## config.mk

```make
export PLATFORM = sky130hd
export DESIGN_NAME = decimal_digit_list_store
export DESIGN_NICKNAME = d
export VERILOG_FILES = /design/src/ddl_pkg.sv /design/src/ddl_cell.sv /design/src/ddl_chain.sv /design/src/decimal_digit_list_store.sv
export SDC_FILE = /design/constraint.sdc
export NUM_CORES = 1
export LEC_CHECK = 0
export BUFFER_PORTS_ARGS = -buffer_cell sky130_fd_sc_hd__buf_2
export CORE_MARGIN = 2
export CORE_UTILIZATION = 45
export CTS_CLUSTER_DIAMETER = 50
export CTS_CLUSTER_SIZE = 25
export DETAILED_ROUTE_END_ITERATION = 12
export HOLD_SLACK_MARGIN = 0.03
export PLACE_DENSITY = 0.62
export REMOVE_ABC_BUFFERS = 1
export SLEW_MARGIN = 20
export SYNTH_ARGS = -nofsm -noshare
export SYNTH_HDL_FRONTEND = slang
export SYNTH_SLANG_ARGS = --single-unit
```

## constraint.sdc

```tcl
create_clock -name clk -period 12.91 [get_ports clk]
set_clock_uncertainty 0.2 [all_clocks]
set_input_delay 3.873 -clock clk [delete_from_list [all_inputs] [get_ports clk]]
set_output_delay 3.873 -clock clk [all_outputs]
set_load 0.1 [all_outputs]
```

## src/ddl_pkg.sv

```systemverilog
// Shared types, constants and helpers of the decimal digit list store.
package ddl_pkg;

	localparam int DEPTH       = 16;
	localparam int MAX_RESULTS = 16;
	localparam int RADIX       = 10;

	localparam int MODE_W = 4;
	localparam int DIG_W  = 4;
	localparam int POS_W  = 5;
	localparam int FAC_W  = 31;
	localparam int ST_W   = 3;
	localparam int N_W    = 4;
	localparam int CNT_W  = $clog2(DEPTH + 1);
	localparam int RC_W   = $clog2(DEPTH);
	localparam int CMP_W  = (CNT_W > POS_W) ? CNT_W : POS_W;
	localparam int SUM_W  = ((CNT_W > N_W) ? CNT_W : N_W) + 1;
	localparam int NPOW   = 9;

	localparam logic [MODE_W-1:0] MODE_FRONT  = 4'd0;
	localparam logic [MODE_W-1:0] MODE_END    = 4'd1;
	localparam logic [MODE_W-1:0] MODE_BEFORE = 4'd2;
	localparam logic [MODE_W-1:0] MODE_AFTER  = 4'd3;
	localparam logic [MODE_W-1:0] MODE_DELETE = 4'd4;
	localparam logic [MODE_W-1:0] MODE_MUL    = 4'd5;
	localparam logic [MODE_W-1:0] MODE_DIV    = 4'd6;
	localparam logic [MODE_W-1:0] MODE_READ   = 4'd7;
	localparam logic [MODE_W-1:0] MODE_CLEAR  = 4'd8;

	localparam logic [ST_W-1:0] ST_OK       = 3'd0;
	localparam logic [ST_W-1:0] ST_FULL     = 3'd1;
	localparam logic [ST_W-1:0] ST_BADPOS   = 3'd2;
	localparam logic [ST_W-1:0] ST_EMPTY    = 3'd3;
	localparam logic [ST_W-1:0] ST_BADDIGIT = 3'd4;

	localparam logic [DIG_W-1:0] MAX_DIGIT = DIG_W'(RADIX - 1);

	typedef enum logic [1:0] {
		OP_HOLD,
		OP_LOAD,
		OP_FROM_LEFT,
		OP_FROM_RIGHT
	} cell_op_t;

	typedef enum logic [2:0] {
		CMD_NONE,
		CMD_INSERT,
		CMD_DELETE,
		CMD_FILL,
		CMD_ROTATE
	} cmd_kind_t;

	typedef struct packed {
		cmd_kind_t        kind;
		logic [CNT_W-1:0] lo;
		logic [CNT_W-1:0] hi;
		logic [DIG_W-1:0] digit;
	} chain_cmd_t;

	localparam logic [FAC_W-1:0] POW10 [NPOW] = '{
		31'd10, 31'd100, 31'd1000, 31'd10000, 31'd100000,
		31'd1000000, 31'd10000000, 31'd100000000, 31'd1000000000
	};

	function automatic logic [N_W-1:0] extra_digits(input logic [FAC_W-1:0] f);
		logic [N_W-1:0] n;
		n = '0;
		for (int k = 0; k < NPOW; k++) begin
			if (f >= POW10[k])
				n = n + N_W'(1);
		end
		return n;
	endfunction

endpackage

```

## src/ddl_cell.sv

```systemverilog
// One list cell: holds a digit and takes it from a neighbor or a load value.
module ddl_cell import ddl_pkg::*; (
	input  logic             clk,
	input  cell_op_t         op,
	input  logic [DIG_W-1:0] left_d,
	input  logic [DIG_W-1:0] right_d,
	input  logic [DIG_W-1:0] load_d,
	output logic [DIG_W-1:0] d
);

	logic [DIG_W-1:0] d_q;

	always_ff @(posedge clk) begin
		case (op)
			OP_LOAD:       d_q <= load_d;
			OP_FROM_LEFT:  d_q <= left_d;
			OP_FROM_RIGHT: d_q <= right_d;
			default:       d_q <= d_q;
		endcase
	end

	assign d = d_q;

endmodule

```

## src/ddl_chain.sv

```systemverilog
// Ring of digit cells with per-cell shift, load and rotate decode.
module ddl_chain import ddl_pkg::*; (
	input  logic             clk,
	input  chain_cmd_t       cmd,
	output logic [DIG_W-1:0] head
);

	logic [DIG_W-1:0] d [DEPTH];

	for (genvar i = 0; i < DEPTH; i++) begin : g_cell
		localparam logic [CNT_W-1:0] IDX = CNT_W'(i);
		cell_op_t op;

		always_comb begin
			op = OP_HOLD;
			case (cmd.kind)
				CMD_INSERT: begin
					if (IDX == cmd.lo)
						op = OP_LOAD;
					else if (IDX > cmd.lo)
						op = OP_FROM_LEFT;
				end
				CMD_DELETE: begin
					if (IDX >= cmd.lo)
						op = OP_FROM_RIGHT;
				end
				CMD_FILL: begin
					if (IDX >= cmd.lo && IDX < cmd.hi)
						op = OP_LOAD;
				end
				CMD_ROTATE: op = OP_FROM_RIGHT;
				default:    op = OP_HOLD;
			endcase
		end

		ddl_cell u_cell (
			.clk     (clk),
			.op      (op),
			.left_d  (d[(i + DEPTH - 1) % DEPTH]),
			.right_d (d[(i + 1) % DEPTH]),
			.load_d  (cmd.digit),
			.d       (d[i])
		);
	end

	assign head = d[0];

endmodule

```

## src/decimal_digit_list_store.sv

```systemverilog
// Top level: command capture, list operation sequencer and result strobe.
//
//  channel  | handshake          | payload
//  ---------+--------------------+-------------------------------------------
//  command  | start / busy       | mode, digit, position, factor
//  result   | valid (one cycle)  | digit_out, list_length, status, last
//
// A non-read operation, or a read of an empty list, runs capture, then execute with one result.
// A read of a non-empty list runs capture and execute, then the ring rotates once through all
// cells, one digit a cycle from the head cell up to the list length, and ends back in list order.
// Reset clears the digit count and the sequencer; cell contents stay as is.
// The receiver cannot stall: each result is on the ports for one cycle.
module decimal_digit_list_store import ddl_pkg::*; (
	input  logic              clk,
	input  logic              arst_n,
	input  logic              start,
	output logic              busy,
	input  logic [MODE_W-1:0] mode,
	input  logic [DIG_W-1:0]  digit,
	input  logic [POS_W-1:0]  position,
	input  logic [FAC_W-1:0]  factor,
	output logic              valid,
	output logic [DIG_W-1:0]  digit_out,
	output logic [CNT_W-1:0]  list_length,
	output logic [ST_W-1:0]   status,
	output logic              last
);

	typedef enum logic [2:0] {
		S_IDLE = 3'b001,
		S_EXEC = 3'b010,
		S_READ = 3'b100
	} state_t;

	state_t            state_q;
	logic [CNT_W-1:0]  cnt_q;
	logic [RC_W-1:0]   rcnt_q;
	logic [MODE_W-1:0] mode_q;
	logic [DIG_W-1:0]  digit_q;
	logic [POS_W-1:0]  pos_q;
	logic [N_W-1:0]    n_q;

	chain_cmd_t        cmd;
	logic [DIG_W-1:0]  head;
	logic [CNT_W-1:0]  cnt_nx;
	logic [ST_W-1:0]   st_c;
	logic [CMP_W-1:0]  pos_c;
	logic [CMP_W-1:0]  cnt_c;
	logic [SUM_W-1:0]  sum_c;
	logic              pos_bad;
	logic              emit_rd;
	logic              last_rd;
	logic              accept;

	assign accept  = start && !busy;
	assign busy    = (state_q != S_IDLE);
	assign pos_c   = CMP_W'(pos_q);
	assign cnt_c   = CMP_W'(cnt_q);
	assign pos_bad = (pos_c == '0) || (pos_c > cnt_c);
	assign emit_rd = (int'(rcnt_q) < int'(cnt_q)) && (int'(rcnt_q) < MAX_RESULTS);
	assign last_rd = (int'(rcnt_q) + 1 == int'(cnt_q)) || (int'(rcnt_q) + 1 == MAX_RESULTS);

	always_comb begin
		cmd       = '{kind: CMD_NONE, lo: '0, hi: '0, digit: digit_q};
		cnt_nx    = cnt_q;
		st_c      = ST_OK;
		sum_c     = '0;
		if (state_q == S_EXEC) begin
			case (mode_q)
				MODE_FRONT, MODE_END, MODE_BEFORE, MODE_AFTER: begin
					if (digit_q > MAX_DIGIT) begin
						st_c = ST_BADDIGIT;
					end else if (int'(cnt_q) >= DEPTH) begin
						st_c = ST_FULL;
					end else if (mode_q == MODE_FRONT) begin
						cmd.kind = CMD_INSERT;
						cmd.lo   = '0;
					end else if (mode_q == MODE_END) begin
						cmd.kind = CMD_INSERT;
						cmd.lo   = cnt_q;
					end else if (pos_bad) begin
						st_c = ST_BADPOS;
					end else if (mode_q == MODE_BEFORE) begin
						cmd.kind = CMD_INSERT;
						cmd.lo   = CNT_W'(pos_c - CMP_W'(1));
					end else begin
						cmd.kind = CMD_INSERT;
						cmd.lo   = CNT_W'(pos_c);
					end
					if (cmd.kind == CMD_INSERT)
						cnt_nx = cnt_q + CNT_W'(1);
				end
				MODE_DELETE: begin
					if (cnt_q == '0) begin
						st_c = ST_EMPTY;
					end else if (pos_bad) begin
						st_c = ST_BADPOS;
					end else begin
						cmd.kind = CMD_DELETE;
						cmd.lo   = CNT_W'(pos_c - CMP_W'(1));
						cnt_nx   = cnt_q - CNT_W'(1);
					end
				end
				MODE_MUL: begin
					sum_c     = SUM_W'(cnt_q) + SUM_W'(n_q);
					cmd.kind  = CMD_FILL;
					cmd.lo    = cnt_q;
					cmd.digit = '0;
					if (int'(sum_c) > DEPTH) begin
						st_c   = ST_FULL;
						cnt_nx = CNT_W'(DEPTH);
					end else begin
						cnt_nx = CNT_W'(sum_c);
					end
					cmd.hi = cnt_nx;
				end
				MODE_DIV: begin
					if (SUM_W'(n_q) > SUM_W'(cnt_q)) begin
						st_c   = ST_EMPTY;
						cnt_nx = '0;
					end else begin
						cnt_nx = CNT_W'(SUM_W'(cnt_q) - SUM_W'(n_q));
					end
				end
				MODE_READ: begin
					if (cnt_q == '0)
						st_c = ST_EMPTY;
				end
				MODE_CLEAR: cnt_nx = '0;
				default:    st_c = ST_OK;
			endcase
		end else if (state_q == S_READ) begin
			cmd.kind = CMD_ROTATE;
		end
	end

	always_ff @(posedge clk or negedge arst_n) begin
		if (!arst_n) begin
			state_q <= S_IDLE;
			cnt_q   <= '0;
			rcnt_q  <= '0;
		end else begin
			case (state_q)
				S_IDLE: begin
					if (accept)
						state_q <= S_EXEC;
				end
				S_EXEC: begin
					cnt_q  <= cnt_nx;
					rcnt_q <= '0;
					if (mode_q == MODE_READ && cnt_q != '0)
						state_q <= S_READ;
					else
						state_q <= S_IDLE;
				end
				S_READ: begin
					rcnt_q <= rcnt_q + RC_W'(1);
					if (rcnt_q == RC_W'(DEPTH - 1))
						state_q <= S_IDLE;
				end
				default: state_q <= S_IDLE;
			endcase
		end
	end

	always_ff @(posedge clk) begin
		if (accept) begin
			mode_q  <= mode;
			digit_q <= digit;
			pos_q   <= position;
			n_q     <= extra_digits(factor);
		end
	end

	ddl_chain u_chain (
		.clk  (clk),
		.cmd  (cmd),
		.head (head)
	);

	always_comb begin
		valid       = 1'b0;
		digit_out   = '0;
		list_length = cnt_q;
		status      = ST_OK;
		last        = 1'b0;
		if (state_q == S_EXEC && !(mode_q == MODE_READ && cnt_q != '0)) begin
			valid       = 1'b1;
			list_length = cnt_nx;
			status      = st_c;
			last        = 1'b1;
		end else if (state_q == S_READ && emit_rd) begin
			valid     = 1'b1;
			digit_out = head;
			last      = last_rd;
		end
	end

	a_cnt_range: assert property (@(posedge clk) disable iff (!arst_n)
		int'(cnt_q) <= DEPTH)
		else $error("digit count beyond depth");

	a_accept_busy: assert property (@(posedge clk) disable iff (!arst_n)
		accept |=> busy && state_q == S_EXEC)
		else $error("accepted command did not start execution");

	a_exec_last: assert property (@(posedge clk) disable iff (!arst_n)
		(valid && state_q == S_EXEC) |=> !busy)
		else $error("single result not followed by idle");

	a_read_hold: assert property (@(posedge clk) disable iff (!arst_n)
		(state_q == S_READ) |=> $stable(cnt_q))
		else $error("digit count changed during read out");

	a_read_ok: assert property (@(posedge clk) disable iff (!arst_n)
		(valid && state_q == S_READ) |-> (status == ST_OK && digit_out <= MAX_DIGIT))
		else $error("read out transfer with bad status or digit");

endmodule
```

==> flow_metrics.py <==
metrics = {
    "run_status": {
        "status": "completed",
    },
    "pwr": {
        "total_power_mw": 0.9979,
        "powerDensity_mw_per_mm2": 118.1,
        "vdd_ir_drop_max_uv": 129.1,
        "leakagePower_nw": 3.118,
    },
    "grt": {
        "busiest_layer": "met2",
        "use_met3_pct": 3.741,
        "grt_use_total_pct": 26.90,
        "grt_pass1_wl_um": 38320,
        "grt_max_degree": 26,
        "use_met2_pct": 42.72,
        "first_global_vias": 7082,
        "antenna_found_initial": 0,
        "grtUsageMet1_pct": 37.63,
        "grt-ovfl-total": 0,
    },
    "critical_path": {
        "startpoint_type": "input port",
        "crit_required_ns": 12.82,
        "crit_family": "simple AND/OR/NAND/NOR gates",
        "crit_type": "input port to flop",
        "path_cells": "buf_2 -> or4_1 -> nand4b_1 -> nor4_1 -> and3_1 -> ha_1 -> nor4_1 -> or2_2 -> inv_1 -> ha_1 -> mux2i_1 -> inv_1 -> ha_1 -> nand2_1 -> o21ai_0 -> ha_1 -> nand2_1 -> o211ai_1 -> ha_1 -> mux2_2 -> ha_1 -> mux2_2 -> ha_1 -> mux2_2",
        "arrival_ns": 9.91,
        "worst-path-buf-inv": 3,
        "cpMaxStageDelayCell": "or4_1",
        "crit_fanout": 7,
        "crit_path_max_incr_delay_ns": 0.58,
        "cpMostUsedCell": "ha_1",
        "cp-end-kind": "flop",
    },
    "layout": {
        "drive_gt1_share_pct": 14.65,
        "layout.nets": 968,
        "n_antenna_cell": 0,
        "utilization_pct": 50.94,
        "area_growth_pct": 10.47,
        "instances_no_fill": 1114,
    },
    "timing": {
        "rsz0062_at_grt": "no",
        "fin_crit_sh_pct": 77.44,
        "fin_crit_ns": 9.997,
        "hold_viol": 0,
        "finalSetupViolCount": 0,
        "max_freq_mhz": 100.0,
        "relSlewSlack_pct": 31.96,
        "tightest_slew_ns": 0.9948,
        "whs_ns": 0.3737,
        "fin_setup_tns_ns": 0,
        "timing.final.max_slew_violations": 0,
    },
    "clocking": {
        "post_cts_buffers": 0,
        "cts_max_path_buffers": 2,
        "cts_tree": "done",
        "clkSinkCount": 93,
        "cts_buffers": 9,
        "clkLatencyLatePin_ns": 0.36,
        "clk_pin_slew_ns": 0.07,
        "hold_buffers": 0,
        "cts-resized-gates": 0,
        "cts_root_buf": "clkbuf_16",
        "htree_levels": 3,
    },
    "place": {
        "dp_cells": 1098,
        "portBuffers": 61,
        "place.gp.congestion": 0.9815,
        "dp_hpwl_um": 18210,
    },
    "min_path": {
        "hold_path.class": "flop to flop",
    },
    "synth": {
        "syn_inst": 843,
        "synth_flop_cell": "edfxtp_1",
        "syn-cell-area_mm2": 0.007647,
        "avgSynthCellArea_um2": 9.072,
        "synth_top_area_share_pct": 31.81,
        "ys_ff_latch": 93,
        "synth_edf_count": 81,
        "synth-warning-count": 0,
        "async_flop_share_pct": 12.90,
        "synthTopCellsByArea": "edfxtp_1, o21ai_0, ha_1",
        "synth.distinct_cells": 91,
        "ys_seq_area_share_pct": 35.75,
        "synth_top_area_cell": "edfxtp_1",
    },
    "detailed_routing": {
        "wl_um": 23840,
        "drc": 0,
        "via_per_inst": 6.596,
        "vias": 7348,
        "firstDrtPassIters": 5,
        "avgRoutedWirePerCell_um": 21.40,
        "drt-initial-drc-count": 647,
        "antenna_left": 0,
    },
    "floorplan": {
        "row_count": 47,
        "die_area_mm2": 0.01805,
        "io_pins": 62,
        "die_h_um": 134.4,
        "initial_core_util_pct": 46.11,
        "die_w_um": 134.4,
        "fp.coreArea_mm2": 0.01658,
    },
    "run": {
        "maxCapViolCount": 0,
    },
}
[sequential cells by signal, summed over array words and instances (netlist names)]
register / count
digit_q: 4
n_q: 4
state_q: 3
pos_c: 5
u_chain.g_cell.u_cell.d: 64
rcnt_q: 4
cnt_c: 5
mode_q: 4
[cells in the mapped netlist, types with 18 or more instances]
master / number
a22oi_1: 25
nor2b_1: 18
a21oi_1: 38
o21ai_0: 76
clkbuf_1: 25
edfxtp_1: 81
nor3_1: 29
nor2_1: 65
nand4_1: 18
nand2_1: 65
inv_1: 31
and2_1: 30
xnor2_1: 21
ha_1: 30
a221o_1: 26
[final timing paths]
path                                                 from                             end  slack (ns)  cells past startpoint
max reg2reg                                      cnt_c[4]   u_chain.g_cell[5].u_cell.d[3]        7.75                     11
min                        u_chain.g_cell[15].u_cell.d[0]  u_chain.g_cell[14].u_cell.d[0]        0.37                      1
min reg2reg                u_chain.g_cell[15].u_cell.d[0]  u_chain.g_cell[14].u_cell.d[0]        0.37                      1
min in group asynchronous                          arst_n                        cnt_c[4]        3.18                      1
max                                            factor[27]                          n_q[1]        2.91                     24
max in group asynchronous                          arst_n                      state_q[0]        9.03                      1
[through the flow]
| step | instance area, µm² | setup WS, ns |
|---|---|---|
| 6_report | 8448 | 2.913 |
| 5_1_grt | 8448 | 2.474 |
| 4_1_cts | 8448 | 2.937 |
| 3_5_place_dp | 8149 | 2.574 |
| 3_3_place_gp | 8149 | 2.749 |
| 2_1_floorplan | 7517 | 3.160 |
[placed cells by master (no fill, tap or decap), types with 8 or more instances in the layout]
cell type  instances
nand2_1           65
xnor2_1           21
a31oi_1            9
dfrtp_1           11
o21ai_0           76
mux2_2             8
o21a_1             8
inv_1             31
clkbuf_16          9
nor2b_1           18
nand4_1           18
buf_2             61
edfxtp_1          81
a221o_1           26
nor4_1            14
and2_1            30
a22oi_1           25
nand3_1           10
a21oi_1           38
or2_2              8
nor2_1            65
nor3_1            29
and3_1            11
ha_1              30
[routing by layer]
layer / wire length, µm / share of wire, %
met5: 0 / 0
met4: 648 / 2.7
met3: 1610 / 6.8
met2: 11080 / 46
met1: 10500 / 44
[cell type report]
| cell class | count | area [µm²] |
|---|---|---|
| tap | 220 | 275.3 |
| clock inverter | 6 | 70.07 |
| clock buffer | 10 | 229.0 |
| multi-input combinational | 686 | 4669 |
| fill | 1598 | 8135 |
| inverter | 32 | 120.1 |
| sequential | 93 | 2734 |
| timing repair buffer | 67 | 350.3 |
[where the power goes]
| group | total (mW) | internal [mW] | switching (mW) |
|---|---|---|---|
| registers | 0.375 | 0.345 | 0.0303 |
| clock network | 0.277 | 0.152 | 0.125 |
| logic | 0.345 | 0.108 | 0.237 |
[kinds of logic after synthesis]
kind of cell    Yosys count  share of synthesized area, %
compound gates          296                         27.98
xor+xnor                 30                         3.812
fa+ha+maj                32                         5.432
buf+inv                  64                         3.272
flops                    93                         35.75
mux                      13                         1.849
simple gates            315                         21.91
Note: power is estimated with default switching activity, not from simulation.
